File: src/sv/cidac_pkg.sv
// Shared types, codes and constants of the card-ID access controller.
// No dependencies; imported by cidac_cell, cidac_ctrl and the top level.
package cidac_pkg;

  // Defaults for the top-level parameters
  localparam int unsigned MAX_IDS_DEF     = 5;
  localparam int unsigned ID_CHARS_DEF    = 10;
  localparam int unsigned TIMER_WIDTH_DEF = 16;

  // Configuration port
  localparam int unsigned CFG_W     = 16;
  localparam int unsigned CFG_IDX_W = 1;
  localparam logic [CFG_IDX_W-1:0] REG_SESSION_TICKS = 1'd0;
  localparam logic [CFG_IDX_W-1:0] REG_MESSAGE_TICKS = 1'd1;
  localparam logic [CFG_W-1:0] SESSION_TICKS_RST = 16'd1000;
  localparam logic [CFG_W-1:0] MESSAGE_TICKS_RST = 16'd500;

  // Entries present after reset: the administrator first, then one user
  localparam int unsigned RESET_IDS  = 2;
  localparam int unsigned SEED_CHARS = 10;
  localparam logic [8*SEED_CHARS-1:0] ADMIN_ID = "12345admin";
  localparam logic [8*SEED_CHARS-1:0] USER_ID  = "12345aaaaa";

  typedef enum logic [1:0] {
    OP_CHAR   = 2'd0,
    OP_TICK   = 2'd1,
    OP_BUTTON = 2'd2
  } op_e;

  typedef enum logic [2:0] {
    MODE_IDLE    = 3'd0,
    MODE_ENROLL  = 3'd1,
    MODE_SESSION = 3'd2,
    MODE_MESSAGE = 3'd3,
    MODE_ADDED   = 3'd4
  } mode_e;

  typedef enum logic [2:0] {
    DISP_PROMPT     = 3'd0,
    DISP_VALID      = 3'd1,
    DISP_PROMPT_NEW = 3'd2,
    DISP_ADDED      = 3'd3,
    DISP_KNOWN      = 3'd4,
    DISP_WRONG      = 3'd5
  } disp_e;

  typedef enum logic [3:0] {
    EV_NONE        = 4'd0,
    EV_VALID       = 4'd1,
    EV_INVALID     = 4'd2,
    EV_ADMIN_START = 4'd3,
    EV_ADMIN_END   = 4'd4,
    EV_EXISTS      = 4'd5,
    EV_ADDED       = 4'd6,
    EV_BAD_LENGTH  = 4'd7,
    EV_TABLE_FULL  = 4'd8
  } event_e;

  typedef enum logic {
    CTL_READY  = 1'b0,
    CTL_SEARCH = 1'b1
  } ctl_state_e;

  // Search token handed from cell to cell
  typedef struct packed {
    logic active;
    logic found;
    logic admin;
  } srch_t;

  // Reset character of a stored entry, zero past the seed string
  function automatic logic [7:0] seed_char(int unsigned entry, int unsigned pos);
    logic [7:0] c;
    c = 8'h00;
    if (pos < SEED_CHARS) begin
      if (entry == 0) begin
        c = ADMIN_ID[8*(SEED_CHARS-1-pos) +: 8];
      end else if (entry == 1) begin
        c = USER_ID[8*(SEED_CHARS-1-pos) +: 8];
      end
    end
    return c;
  endfunction

endpackage

File: src/sv/cidac_cell.sv
// One ID store cell: holds a table entry and compares it against the
// collected ID as the search token passes. Depends on cidac_pkg.
module cidac_cell #(
  parameter int unsigned MAX_IDS    = cidac_pkg::MAX_IDS_DEF,
  parameter int unsigned ID_CHARS   = cidac_pkg::ID_CHARS_DEF,
  parameter int unsigned CELL_INDEX = 0
) (
  input  logic                               clk_i,
  input  logic                               rst_ni,
  input  logic [ID_CHARS-1:0][7:0]           id_i,
  input  logic                               add_i,
  input  logic [$clog2(MAX_IDS+1)-1:0]       count_i,
  input  cidac_pkg::srch_t                   srch_i,
  output cidac_pkg::srch_t                   srch_o
);
  import cidac_pkg::*;

  localparam int unsigned CNT_W = $clog2(MAX_IDS + 1);

  logic [ID_CHARS-1:0][7:0] entry_q;
  logic                     valid_q;
  srch_t                    srch_q, srch_d;
  logic                     wr_en;
  logic                     hit;

  assign wr_en = add_i && (count_i == CNT_W'(CELL_INDEX));
  assign hit   = srch_i.active && valid_q && (entry_q == id_i);

  always_comb begin
    srch_d.active = srch_i.active;
    srch_d.found  = srch_i.found | hit;
    // only the first entry is the administrator, and only as first match
    srch_d.admin  = srch_i.admin | (hit && (CELL_INDEX == 0) && !srch_i.found);
  end

  always_ff @(posedge clk_i or negedge rst_ni) begin
    if (!rst_ni) begin
      valid_q <= (CELL_INDEX < RESET_IDS);
      srch_q  <= '0;
      for (int p = 0; p < ID_CHARS; p++) begin
        entry_q[p] <= seed_char(CELL_INDEX, p);
      end
    end else begin
      srch_q <= srch_d;
      if (wr_en) begin
        entry_q <= id_i;
        valid_q <= 1'b1;
      end
    end
  end

  assign srch_o = srch_q;

endmodule

File: src/sv/cidac_ctrl.sv
// Mode controller: ID collection buffer, timer, configuration registers,
// result registers and the search sequencing. Depends on cidac_pkg.
module cidac_ctrl #(
  parameter int unsigned MAX_IDS     = cidac_pkg::MAX_IDS_DEF,
  parameter int unsigned ID_CHARS    = cidac_pkg::ID_CHARS_DEF,
  parameter int unsigned TIMER_WIDTH = cidac_pkg::TIMER_WIDTH_DEF
) (
  input  logic                                clk_i,
  input  logic                                rst_ni,
  input  logic                                start_i,
  input  logic [1:0]                          op_i,
  input  logic [7:0]                          card_char_i,
  output logic                                busy_o,
  input  logic                                cfg_we_i,
  input  logic [cidac_pkg::CFG_IDX_W-1:0]     cfg_idx_i,
  input  logic [cidac_pkg::CFG_W-1:0]         cfg_data_i,
  output logic [ID_CHARS-1:0][7:0]            id_o,
  output logic                                add_o,
  output logic [$clog2(MAX_IDS+1)-1:0]        count_o,
  output logic                                launch_o,
  input  cidac_pkg::srch_t                    srch_i,
  output logic                                done_o,
  output logic                                echo_valid_o,
  output logic [7:0]                          echo_char_o,
  output logic                                display_update_o,
  output logic [2:0]                          screen_code_o,
  output logic [3:0]                          event_code_o,
  output logic                                admin_active_o,
  output logic [2:0]                          mode_now_o
);
  import cidac_pkg::*;

  localparam int unsigned LEN_W = $clog2(ID_CHARS + 1);
  localparam int unsigned CNT_W = $clog2(MAX_IDS + 1);
  localparam logic [LEN_W-1:0] LEN_FULL = LEN_W'(ID_CHARS);
  localparam logic [CNT_W-1:0] CNT_FULL = CNT_W'(MAX_IDS);

  ctl_state_e               state_q, state_d;
  op_e                      op_q, op_in, cur_op;
  mode_e                    mode_q, mode_d;
  disp_e                    disp_q, disp_d;
  event_e                   ev_q, ev_d;
  logic                     admin_q, admin_d;
  logic [LEN_W-1:0]         len_q, len_d;
  logic [CNT_W-1:0]         count_q, count_d;
  logic [TIMER_WIDTH-1:0]   timer_q, timer_d, timer_dec;
  logic [CFG_W-1:0]         sess_q, msg_q;
  logic [ID_CHARS-1:0][7:0] idbuf_q;
  logic                     echo_v_q, echo_v_d;
  logic [7:0]               echo_c_q, echo_c_d;
  logic                     upd_q, upd_d;
  logic                     done_q;
  logic                     accept, need_search, apply, idbuf_we, add;

  assign op_in  = op_e'(op_i);
  assign accept = start_i && (state_q == CTL_READY);
  assign busy_o = (state_q != CTL_READY);

  // A complete ID is checked against the table on an idle tick or an enroll button
  assign need_search = (len_q == LEN_FULL) &&
                       (((op_in == OP_TICK) && (mode_q == MODE_IDLE)) ||
                        ((op_in == OP_BUTTON) && (mode_q == MODE_ENROLL)));

  // next state
  always_comb begin
    state_d = state_q;
    unique case (state_q)
      CTL_READY: begin
        if (accept && need_search) state_d = CTL_SEARCH;
      end
      CTL_SEARCH: begin
        if (srch_i.active) state_d = CTL_READY;
      end
      default: state_d = CTL_READY;
    endcase
  end

  // sequencer outputs
  always_comb begin
    launch_o = 1'b0;
    apply    = 1'b0;
    cur_op   = op_in;
    unique case (state_q)
      CTL_READY: begin
        launch_o = accept && need_search;
        apply    = accept && !need_search;
      end
      CTL_SEARCH: begin
        cur_op = op_q;
        apply  = srch_i.active;
      end
      default: ;
    endcase
  end

  assign timer_dec = (timer_q != '0) ? timer_q - TIMER_WIDTH'(1) : timer_q;

  // effect of one item
  always_comb begin
    mode_d   = mode_q;
    disp_d   = disp_q;
    admin_d  = admin_q;
    len_d    = len_q;
    count_d  = count_q;
    timer_d  = timer_q;
    echo_v_d = 1'b0;
    echo_c_d = 8'h00;
    upd_d    = 1'b0;
    ev_d     = EV_NONE;
    idbuf_we = 1'b0;
    add      = 1'b0;
    case (cur_op)
      OP_CHAR: begin
        if ((mode_q == MODE_IDLE || mode_q == MODE_ENROLL) && (len_q < LEN_FULL)) begin
          idbuf_we = 1'b1;
          len_d    = len_q + LEN_W'(1);
          echo_v_d = 1'b1;
          echo_c_d = card_char_i;
        end
      end
      OP_TICK: begin
        if (mode_q == MODE_IDLE) begin
          if (len_q == LEN_FULL) begin
            if (srch_i.found) begin
              disp_d  = DISP_VALID;
              upd_d   = 1'b1;
              ev_d    = srch_i.admin ? EV_ADMIN_START : EV_VALID;
              admin_d = admin_q | srch_i.admin;
              timer_d = TIMER_WIDTH'(sess_q);
              mode_d  = MODE_SESSION;
            end else begin
              ev_d = EV_INVALID;
            end
            len_d = '0;
          end
        end else if (mode_q == MODE_SESSION || mode_q == MODE_MESSAGE ||
                     mode_q == MODE_ADDED) begin
          timer_d = timer_dec;
          if (timer_dec == '0) begin
            len_d = '0;
            upd_d = 1'b1;
            if (mode_q == MODE_SESSION) begin
              disp_d = DISP_PROMPT;
              mode_d = MODE_IDLE;
              if (admin_q) begin
                admin_d = 1'b0;
                ev_d    = EV_ADMIN_END;
              end
            end else if (mode_q == MODE_MESSAGE) begin
              disp_d = DISP_PROMPT_NEW;
              mode_d = MODE_ENROLL;
            end else begin
              disp_d = DISP_PROMPT;
              mode_d = MODE_IDLE;
            end
          end
        end
      end
      OP_BUTTON: begin
        upd_d = 1'b1;
        len_d = '0;
        if (mode_q == MODE_SESSION && admin_q) begin
          timer_d = '0;
          mode_d  = MODE_ENROLL;
          disp_d  = DISP_PROMPT_NEW;
        end else if (mode_q == MODE_ENROLL) begin
          if (len_q == '0) begin
            mode_d  = MODE_IDLE;
            admin_d = 1'b0;
            ev_d    = EV_ADMIN_END;
            disp_d  = DISP_PROMPT;
          end else if (len_q == LEN_FULL) begin
            timer_d = TIMER_WIDTH'(msg_q);
            mode_d  = MODE_MESSAGE;
            if (srch_i.found) begin
              disp_d = DISP_KNOWN;
              ev_d   = EV_EXISTS;
            end else if (count_q >= CNT_FULL) begin
              admin_d = 1'b0;
              disp_d  = DISP_WRONG;
              ev_d    = EV_TABLE_FULL;
            end else begin
              add     = 1'b1;
              count_d = count_q + CNT_W'(1);
              admin_d = 1'b0;
              mode_d  = MODE_ADDED;
              disp_d  = DISP_ADDED;
              ev_d    = EV_ADDED;
            end
          end else begin
            admin_d = 1'b0;
            mode_d  = MODE_MESSAGE;
            disp_d  = DISP_WRONG;
            ev_d    = EV_BAD_LENGTH;
            timer_d = TIMER_WIDTH'(msg_q);
          end
        end else begin
          mode_d = MODE_IDLE;
          disp_d = DISP_PROMPT;
          if (admin_q) begin
            admin_d = 1'b0;
            ev_d    = EV_ADMIN_END;
          end
        end
      end
      default: ;  // unused op: report present state
    endcase
  end

  always_ff @(posedge clk_i or negedge rst_ni) begin
    if (!rst_ni) begin
      state_q  <= CTL_READY;
      op_q     <= OP_CHAR;
      mode_q   <= MODE_IDLE;
      disp_q   <= DISP_PROMPT;
      admin_q  <= 1'b0;
      len_q    <= '0;
      count_q  <= CNT_W'(RESET_IDS);
      timer_q  <= '0;
      sess_q   <= SESSION_TICKS_RST;
      msg_q    <= MESSAGE_TICKS_RST;
      done_q   <= 1'b0;
      echo_v_q <= 1'b0;
      echo_c_q <= 8'h00;
      upd_q    <= 1'b0;
      ev_q     <= EV_NONE;
    end else begin
      state_q <= state_d;
      done_q  <= apply;
      if (launch_o) op_q <= op_in;
      if (cfg_we_i && cfg_idx_i == REG_SESSION_TICKS) sess_q <= cfg_data_i;
      if (cfg_we_i && cfg_idx_i == REG_MESSAGE_TICKS) msg_q <= cfg_data_i;
      if (apply) begin
        mode_q   <= mode_d;
        disp_q   <= disp_d;
        admin_q  <= admin_d;
        len_q    <= len_d;
        count_q  <= count_d;
        timer_q  <= timer_d;
        echo_v_q <= echo_v_d;
        echo_c_q <= echo_c_d;
        upd_q    <= upd_d;
        ev_q     <= ev_d;
      end
    end
  end

  // Collection buffer: payload only, undefined until written
  always_ff @(posedge clk_i) begin
    for (int i = 0; i < ID_CHARS; i++) begin
      if (apply && idbuf_we && (len_q == LEN_W'(i))) idbuf_q[i] <= card_char_i;
    end
  end

  assign id_o             = idbuf_q;
  assign add_o            = apply && add;
  assign count_o          = count_q;
  assign done_o           = done_q;
  assign echo_valid_o     = echo_v_q;
  assign echo_char_o      = echo_c_q;
  assign display_update_o = upd_q;
  assign screen_code_o    = disp_q;
  assign event_code_o     = ev_q;
  assign admin_active_o   = admin_q;
  assign mode_now_o       = mode_q;

  a_token_in_search: assert property (@(posedge clk_i) disable iff (!rst_ni)
    srch_i.active |-> state_q == CTL_SEARCH)
    else $error("search token arrived outside a search");

  a_search_ends: assert property (@(posedge clk_i) disable iff (!rst_ni)
    (state_q == CTL_SEARCH && srch_i.active) |=> done_q && state_q == CTL_READY)
    else $error("search finished without a result strobe");

  a_len_range: assert property (@(posedge clk_i) disable iff (!rst_ni)
    len_q <= LEN_FULL)
    else $error("ID length beyond ID size");

  a_count_range: assert property (@(posedge clk_i) disable iff (!rst_ni)
    count_q <= CNT_FULL && count_q >= CNT_W'(RESET_IDS))
    else $error("ID count out of range");

  a_admin_mode: assert property (@(posedge clk_i) disable iff (!rst_ni)
    admin_q |-> (mode_q == MODE_SESSION || mode_q == MODE_ENROLL ||
                 mode_q == MODE_MESSAGE))
    else $error("admin flag held in idle or added mode");

endmodule

File: src/sv/card_id_access_controller.sv
// Top level of the card-ID access controller: controller plus the row of
// ID store cells. Depends on cidac_pkg, cidac_cell and cidac_ctrl.
//
// Usage:
//   Items enter on start_i with op_i (character, tick, button) and
//   card_char_i; an item is taken at a clock edge where start_i is high and
//   busy_o is low. Each item gives exactly one result, shown for one cycle
//   with done_o high; the receiver cannot hold it off.
//   Most items are applied in the transfer cycle and done_o is registered. A tick in
//   idle mode or a button in enroll mode with a complete ID walks the search
//   token through the MAX_IDS cells, one per cycle, and the result follows
//   once the token leaves the last cell; busy_o is high during the walk.
//   A new item may be taken in the cycle that shows the previous result.
//   Configuration: cfg_we_i, cfg_idx_i (0 session ticks, 1 message ticks)
//   and cfg_data_i, written at once; write only while no item is pending.
//   Reset (rst_ni low) returns to idle with the administrator and one user
//   ID stored, both tick registers at their defaults and no result pending.
module card_id_access_controller #(
  parameter int unsigned MAX_IDS     = cidac_pkg::MAX_IDS_DEF,
  parameter int unsigned ID_CHARS    = cidac_pkg::ID_CHARS_DEF,
  parameter int unsigned TIMER_WIDTH = cidac_pkg::TIMER_WIDTH_DEF
) (
  input  logic                            clk_i,
  input  logic                            rst_ni,
  input  logic                            start_i,
  output logic                            busy_o,
  input  logic [1:0]                      op_i,
  input  logic [7:0]                      card_char_i,
  input  logic                            cfg_we_i,
  input  logic [cidac_pkg::CFG_IDX_W-1:0] cfg_idx_i,
  input  logic [cidac_pkg::CFG_W-1:0]     cfg_data_i,
  output logic                            done_o,
  output logic                            echo_valid_o,
  output logic [7:0]                      echo_char_o,
  output logic                            display_update_o,
  output logic [2:0]                      screen_code_o,
  output logic [3:0]                      event_code_o,
  output logic                            admin_active_o,
  output logic [2:0]                      mode_now_o
);
  import cidac_pkg::*;

  localparam int unsigned CNT_W = $clog2(MAX_IDS + 1);

  logic [ID_CHARS-1:0][7:0] id;
  logic                     add;
  logic [CNT_W-1:0]         count;
  logic                     launch;
  srch_t                    head;
  srch_t                    chain [MAX_IDS];

  assign head.active = launch;
  assign head.found  = 1'b0;
  assign head.admin  = 1'b0;

  cidac_ctrl #(
    .MAX_IDS     (MAX_IDS),
    .ID_CHARS    (ID_CHARS),
    .TIMER_WIDTH (TIMER_WIDTH)
  ) u_ctrl (
    .clk_i            (clk_i),
    .rst_ni           (rst_ni),
    .start_i          (start_i),
    .op_i             (op_i),
    .card_char_i      (card_char_i),
    .busy_o           (busy_o),
    .cfg_we_i         (cfg_we_i),
    .cfg_idx_i        (cfg_idx_i),
    .cfg_data_i       (cfg_data_i),
    .id_o             (id),
    .add_o            (add),
    .count_o          (count),
    .launch_o         (launch),
    .srch_i           (chain[MAX_IDS-1]),
    .done_o           (done_o),
    .echo_valid_o     (echo_valid_o),
    .echo_char_o      (echo_char_o),
    .display_update_o (display_update_o),
    .screen_code_o    (screen_code_o),
    .event_code_o     (event_code_o),
    .admin_active_o   (admin_active_o),
    .mode_now_o       (mode_now_o)
  );

  for (genvar c = 0; c < MAX_IDS; c++) begin : g_cell
    srch_t srch_in;
    if (c == 0) begin : g_first
      assign srch_in = head;
    end else begin : g_next
      assign srch_in = chain[c-1];
    end
    cidac_cell #(
      .MAX_IDS    (MAX_IDS),
      .ID_CHARS   (ID_CHARS),
      .CELL_INDEX (c)
    ) u_cell (
      .clk_i   (clk_i),
      .rst_ni  (rst_ni),
      .id_i    (id),
      .add_i   (add),
      .count_i (count),
      .srch_i  (srch_in),
      .srch_o  (chain[c])
    );
  end

endmodule

File: config.mk
export PLATFORM = sky130hd
export DESIGN_NAME = card_id_access_controller
export DESIGN_NICKNAME = d
export VERILOG_FILES = /design/src/sv/cidac_pkg.sv /design/src/sv/cidac_cell.sv /design/src/sv/cidac_ctrl.sv /design/src/sv/card_id_access_controller.sv
export SDC_FILE = /design/constraint.sdc
export NUM_CORES = 1
export LEC_CHECK = 0
export ABC_AREA = 1
export BUFFER_PORTS_ARGS = -buffer_cell sky130_fd_sc_hd__buf_2
export CAP_MARGIN = 15
export CORE_MARGIN = 2
export CORE_UTILIZATION = 40
export DETAILED_ROUTE_END_ITERATION = 8
export PLACE_DENSITY_LB_ADDON = 0.1
export SETUP_SLACK_MARGIN = 0.1
export SLEW_MARGIN = 5
export SYNTH_ARGS = -nofsm -noshare
export SYNTH_HDL_FRONTEND = slang
export SYNTH_SLANG_ARGS = --single-unit
File: constraint.sdc
create_clock -name clk_i -period 3.85 [get_ports clk_i]
set_clock_uncertainty 0.15 [all_clocks]
set_input_delay 0.385 -clock clk_i [delete_from_list [all_inputs] [get_ports clk_i]]
set_output_delay 0.385 -clock clk_i [all_outputs]
set_load 0.005 [all_outputs]
==> results of run 1 <==
==> routing by layer <==
| metal | wire length (um) | up-vias |
|---|---|---|
| met2 | 42300 | 760 |
| met4 | 2649 | 0 |
| met3 | 6029 | 119 |
| met1 | 41610 | 10530 |
| li1 | - | 9971 |
| met5 | 0 | - |
==> report_power, final <==
group          leakage [nW]  internal [mW]  switching [mW]  total (mW)
combinational          4.80         0.0656           0.201       0.267
clock                  1.14           4.06            2.67        6.73
sequential             7.23           6.24          0.0253        6.27
==> worst max-delay path, cell delays in order (launching register included) <==
cell	delay (ns)
dfrtp_1	0.40
inv_1	0.11
or2_2	0.28
o21ai_0	0.15
ha_1	0.36
clkinv_1	0.14
nor2_2	0.20
inv_2	0.07
nor2_2	0.12
inv_2	0.08
nor2_8	0.18
nand2_4	0.23
buf_12	0.35
nand2_1	0.13
o21ai_0	0.09
==> synthesized netlist by cell type (22+ instances only) <==
cell type / n / area, um2
nand4_1: 42 / 262.8
inv_1: 196 / 735.7
edfxtp_1: 80 / 2402
clkbuf_1: 100 / 375.4
xor2_1: 95 / 832.1
o21ai_0: 299 / 1496
a211oi_1: 23 / 172.7
dfstp_2: 82 / 2155
o21ai_2: 22 / 192.7
nor3_1: 26 / 130.1
nand2_1: 768 / 2883
xnor2_1: 75 / 656.9
o21ai_1: 249 / 1246
buf_6: 50 / 563.0
nand3_1: 51 / 255.2
nor4_1: 32 / 200.2
dfrtp_1: 415 / 10380
o22ai_1: 54 / 337.8
nor2_1: 137 / 514.2
==> repair_timing <==
| item | 4_1_cts | 5_1_grt |
|---|---|---|
| endpoints found under the hold margin | 103 | 0 |
| hold buffers | 19 | 0 |
| setup buffers | 0 | 0 |
==> cell families (layout without fill, tap and decap cells) <==
family,after synthesis,in the layout
compound gates,727,727
other cells,0,1
buf+inv,369,468
xor+xnor,170,170
fa+ha+maj,14,14
simple gates,1089,1089
flops,577,577
==> worst max path at each step <==
stage / cells past startpoint / to / from / slack (ns)
2_1_floorplan: 10 / u_ctrl.id_o[32] / u_ctrl.len_q[0] / 1.06
3_3_place_gp: 11 / g_cell[1].u_cell.entry_q[44] / u_ctrl.busy_o / 0.73
3_5_place_dp: 14 / g_cell[3].u_cell.entry_q[7] / u_ctrl.busy_o / 0.62
4_1_cts: 14 / g_cell[3].u_cell.entry_q[7] / u_ctrl.busy_o / 0.60
5_1_grt: 11 / g_cell[1].u_cell.entry_q[42] / u_ctrl.busy_o / 0.29
6_report: 14 / g_cell[3].u_cell.entry_q[7] / u_ctrl.busy_o / 0.57
==> through the flow <==
stage / setup WS, ns / power (mW) / hold slack (ns)
6_report: 0.5705 / 13.27 / 0.06770
4_1_cts: 0.5954 / 13.39 / 0.05018
3_3_place_gp: 0.7297 / 6.631 / 0.1923
5_1_grt: 0.2911 / 13.68 / 0.07173
2_1_floorplan: 1.056 / 6.428 / -0.06059
3_5_place_dp: 0.6200 / 6.636 / 0.1870
==> final cells by class <==
| cell class | count | area, um2 |
|---|---|---|
| tap | 873 | 1092 |
| clock inverter | 17 | 210.2 |
| multi-input combinational | 2000 | 10320 |
| timing repair buffer | 133 | 1099 |
| fill | 6565 | 36470 |
| antenna | 1 | 2.502 |
| clock buffer | 110 | 2125 |
| sequential | 577 | 14940 |
| inverter | 208 | 782.0 |
==> state kept, by name, summed over array words and instances, names as in the netlist, 2 cells and up <==
name / count
u_ctrl.count_o: 3
u_ctrl.id_o: 80
u_ctrl.sess_q: 16
u_ctrl.event_code_o: 4
u_ctrl.msg_q: 16
u_ctrl.len_q: 4
u_ctrl.op_q: 2
u_ctrl.mode_now_o: 3
u_ctrl.echo_char_o: 8
u_ctrl.timer_q: 16
u_ctrl.screen_code_o: 3
g_cell.u_cell.srch_o: 14
g_cell.u_cell.entry_q: 400
g_cell.u_cell.valid_q: 3
==> metrics.cfg, run 1 <==
[outcome]
outcome = complete, no violations

[floorplanning]
die_area_mm2 = 0.06965
pin_count = 54
dieHeight_um = 263.9
coreArea_mm2 = 0.06704
core.rowCount = 95
die_w_um = 263.9
start_util = 0.4031

[grt]
use_met1 = 0.3861
grt_pass1_wl_mm = 136.7
grt_antenna_before_repair = 3
use_met3 = 0.03682
grtUsageMet2 = 0.4193
grt.overflow.total = 0
track_usage = 0.2669
grt_pass1_vias = 20250
grt_max_degree = 162
top_usage_layer = met2

[hold_path]
whs_endpoint = u_ctrl.done_o
hold_start = start_i
hold_path_class = input port to flop
worstHoldPathCells = 3

[critical_path]
worstPathArrival_ns = 3.56
r2r_start = u_ctrl.busy_o
path_class = flop to flop
regToRegSetupSlack_ns = 0.57
rr_endpoint = g_cell[3].u_cell.entry_q[7]
worst_setup_path_start_kind = flop
cp_max_fo = 134
crit_path_end_kind = flop
required_ns = 4.13
r2r_cells = 14

[final_layout]
final_common_cell = nand2_1
syn_to_final_growth_pct = 13.13
fin_cells = 3919
fin_nets = 3034
final_area_mm2 = 0.03057
drive_gt1_frac = 0.1189
mostFrequentLayoutCells = 768 x nand2_1, 415 x dfrtp_1, 299 x o21ai_0
final_util = 0.4560

[routing]
drc = 0
vias = 21380
wl_mm = 92.59
post_drt_wl_per_cell_um = 23.62
drtPass1Iterations = 6
drt-initial-drc-count = 2396
antenna_left = 0
via_per_inst = 5.456

[synth]
synth_nets = 2991
synth_top_family_by_area = simple AND/OR/NAND/NOR gates
synth-simple-area-share = 0.1683
synth-main-ff-cell = dfrtp_1
synth_edf_count = 80
synth_xor_xnor_area_share = 0.05510
netlist_area_mm2 = 0.02702
ys_seq_area_frac = 0.5529
synth_cell_types = 52
synth_warnings = 0
ys_async_sr_fraction = 0.8614
muxShareOfSynthArea = 0
synthCells = 2946
synth-seq-cells = 577
synth_compound_area_frac = 0.1516
yosys.area_share.adder = 0.006482
syn_avg_cell_area_um2 = 9.173

[sta]
period_needed_ns = 3.280
finalCritPeriodShare = 0.8518
setup_tns_ns = 0
max_slew_margin = 0.2323
finalHoldViolCount = 0
worst_pin_slew_ns = 1.152
fmax_ghz = 0.3049
rsz0062_at_grt = false
final_max_slew_viol_count = 0
setup_violations = 0

[cts]
numCtsBuffers = 69
cts-root-buf = clkbuf_16
cts_buffer_depth = 3
cts_resized = 0
clkLatencyLatePin_ns = 0.61
path_clk_slew_ns = 0.06
h-tree-depth = 3
cts_tree = yes
clock_sinks = 577

[pwr]
vdd_drop_max_v = 0.0003138
power.density_mw_per_mm2 = 433.9
total_leakage_power_nw = 13.18

[place]
hpwlAfterDp_mm = 66.01
routabilityCongestion = 0.9277
dp_cells = 3772
port_buffers = 53
postPlaceCellArea_mm2 = 0.02804

[job]
max-cap-violations = 0

No activity file was read; power rests on OpenSTA's default activity.
==> run 2: changes to the inputs <==
Settings changed: GPL_TIMING_DRIVEN set to 0.
Clock period 3.85 ns to 4.2 ns, I/O delays scaled along.
==> run 2 against run 1 <==
Against the previous run:
- total power shrank 6.3%
- clock power shrank 4.3%
- utilization grew 1.1 points
- sequential power shrank 8.5%
- cell count grew 3.0%
- setup slack lost 0.25 ns
- flip-flop and latch count is the same
- critical path type unchanged
- maximum frequency shrank 15%
- critical path depth shrank 8
==> metrics.cfg, run 2 (synthesis results as in run 1) <==
[sta]
finalHoldViolCount = 0  ; unchanged
fmax_ghz = 0.2577  ; was 0.3049 GHz
setup_violations = 0  ; unchanged
hold-worst-slack_ns = 0.04302  ; was 0.06770 ns
worst_slack_ns = 0.3199  ; was 0.5705 ns
max_slew_margin = 0.1347  ; was 0.2323
finalCritPeriodShare = 0.9238  ; was 0.8518
rsz0062_at_grt = false  ; unchanged
setup_tns_ns = 0  ; unchanged
final_max_slew_viol_count = 0  ; unchanged
period_needed_ns = 3.880  ; was 3.280 ns
worst_pin_slew_ns = 1.298  ; was 1.152 ns

[floorplanning]
dieHeight_um = 263.9  ; unchanged
start_util = 0.4031  ; unchanged
die_area_mm2 = 0.06965  ; unchanged
coreArea_mm2 = 0.06704  ; unchanged
core.rowCount = 95  ; unchanged
pin_count = 54  ; unchanged
die_w_um = 263.9  ; unchanged

[routing]
via_per_inst = 5.733  ; was 5.456
post_drt_wl_per_cell_um = 30.61  ; was 23.62 um
drc = 0  ; unchanged
drtPass1Iterations = 6  ; unchanged
antenna_left = 0  ; unchanged
drt-initial-drc-count = 2842  ; was 2396
wl_mm = 123.5  ; was 92.59 mm
vias = 23140  ; was 21380

[job]
max-cap-violations = 0  ; unchanged

[cts]
clock_sinks = 577  ; unchanged
cts_tree = yes  ; unchanged
numCtsBuffers = 69  ; unchanged
h-tree-depth = 3  ; unchanged
path_clk_slew_ns = 0.06  ; about the same
cts_buffer_depth = 3  ; unchanged
post_cts_buffers = 0  ; unchanged
cts-root-buf = clkbuf_16  ; unchanged
clkLatencyLatePin_ns = 0.62  ; was 0.61 ns

[critical_path]
cp_max_fo = 10  ; was 134
required_ns = 4.51  ; was 4.13 ns
critPathSlowestCell = clkbuf_1  ; was dfrtp_1
crit_chain = inv_1 -> clkbuf_1 -> o22ai_1 -> nor3_1 -> nand4_1 -> nor3_1  ; was inv_1 -> or2_2 -> o21ai_0 -> ha_1 -> clkinv_1 -> nor2_2 -> inv_2 -> nor2_2 -> inv_2 -> nor2_8 -> nand2_4 -> buf_12 -> nand2_1 -> o21ai_0
cp_common_cell = nor3_1
crit_path_end_kind = flop  ; unchanged
worstPathArrival_ns = 4.19  ; was 3.56 ns
slowest_delay_ns = 0.98  ; was 0.40 ns
worst_setup_path_start_kind = flop  ; unchanged
path_class = flop to flop  ; unchanged

[place]
pre_cts_slack_ns = 0.2300  ; was 0.6200 ns
postPlaceCellArea_mm2 = 0.02867  ; was 0.02804 mm2
routabilityCongestion = 0.9978  ; was 0.9277
dp_cells = 3887  ; was 3772
port_buffers = 53  ; unchanged
hpwlAfterDp_mm = 92.74  ; was 66.01 mm

[pwr]
power.density_mw_per_mm2 = 397.5  ; was 433.9 mW/mm2
finalPower_mw = 12.43  ; was 13.27 mW
total_leakage_power_nw = 13.41  ; was 13.18 nW
vdd_drop_max_v = 0.0002632  ; was 0.0003138 V

[grt]
grt_pass1_vias = 22070  ; was 20250
grt_pass1_wl_mm = 171.4  ; was 136.7 mm
grt_max_degree = 104  ; was 162
track_usage = 0.3530  ; was 0.2669
grt.overflow.total = 0  ; unchanged
grt_antenna_before_repair = 8  ; was 3

[final_layout]
fill_cells = 6560  ; was 6565
top_register = g_cell.u_cell.entry_q  ; unchanged
final_area_mm2 = 0.03128  ; was 0.03057 mm2
largest_reg_flops = 400  ; unchanged
final_common_cell = nand2_1  ; unchanged
drive_gt1_frac = 0.1230  ; was 0.1189
fin_nets = 3150  ; was 3034
syn_to_final_growth_pct = 15.74  ; was 13.13%
fin_cells = 4036  ; was 3919
mostFrequentLayoutCells = 768 x nand2_1, 415 x dfrtp_1, 299 x o21ai_0  ; unchanged
final_util = 0.4666  ; was 0.4560

[outcome]
outcome = complete, no violations  ; unchanged

[hold_path]
hold_path_class = input port to flop  ; unchanged

run 2: critical path: cells and delay by family (launching register included):
family | cells | cell delay (ns)
flip-flops | 1 | 0.53
buffers and inverters | 2 | 1.32
AND/OR/NAND/NOR | 3 | 1.55
AO/OA/AOI/OAI | 1 | 0.16
run 2: repair_timing:
item | CTS | global route
resized for setup | 0 | 1
hold endpoints to repair | 109 | 0
hold buffers | 19 | 0
endpoints found under the setup margin | 0 | 80
run 2: final timing paths:
check	end	slack [ns]	from	cells after the start
max in group asynchronous	u_ctrl.msg_q[4]	2.22	rst_ni	4
worst min register to register	g_cell[3].u_cell.srch_o[0]	0.20	g_cell[2].u_cell.srch_o[0]	0
worst max register to register	g_cell[0].u_cell.srch_o[0]	0.32	u_ctrl.id_o[15]	6
min in group asynchronous	g_cell[3].u_cell.entry_q[77]	0.25	rst_ni	2
worst max-delay path	g_cell[0].u_cell.srch_o[0]	0.32	u_ctrl.id_o[15]	6
worst min-delay path	u_ctrl.msg_q[0]	0.04	cfg_we_i	4
run 2: area by class of cell:
class,instances,area (um2),share of cell area
inverters,208,782.0,0.02500
repair buffers,88,703.2,0.02248
well taps,873,1092,0.03492
multi-input cells,2000,10360,0.3312
clock buffers,93,1971,0.06301
diodes,1,2.502,0.00008001
clock inverters,35,434.2,0.01388
plain buffers,161,991.0,0.03168
flip-flops and latches,577,14940,0.4777
run 2: report_power, final:
| group | total (mW) | internal, mW | switching (mW) |
|---|---|---|---|
| registers | 5.74 | 5.72 | 0.0227 |
| logic | 0.256 | 0.0643 | 0.192 |
| clock network | 6.44 | 3.87 | 2.57 |
| total | 12.4 | 9.65 | 2.78 |
run 2: routing by layer:
layer  track usage  up-vias  share of wire  routed length, um
met1        0.4790    11590           0.41              50900
met2        0.5463     1121           0.45              55180
met4        0.1774        0          0.057               7059
met3       0.06087      231          0.084              10380
li1              -    10200              -                  -
met5             0        -              0                  0
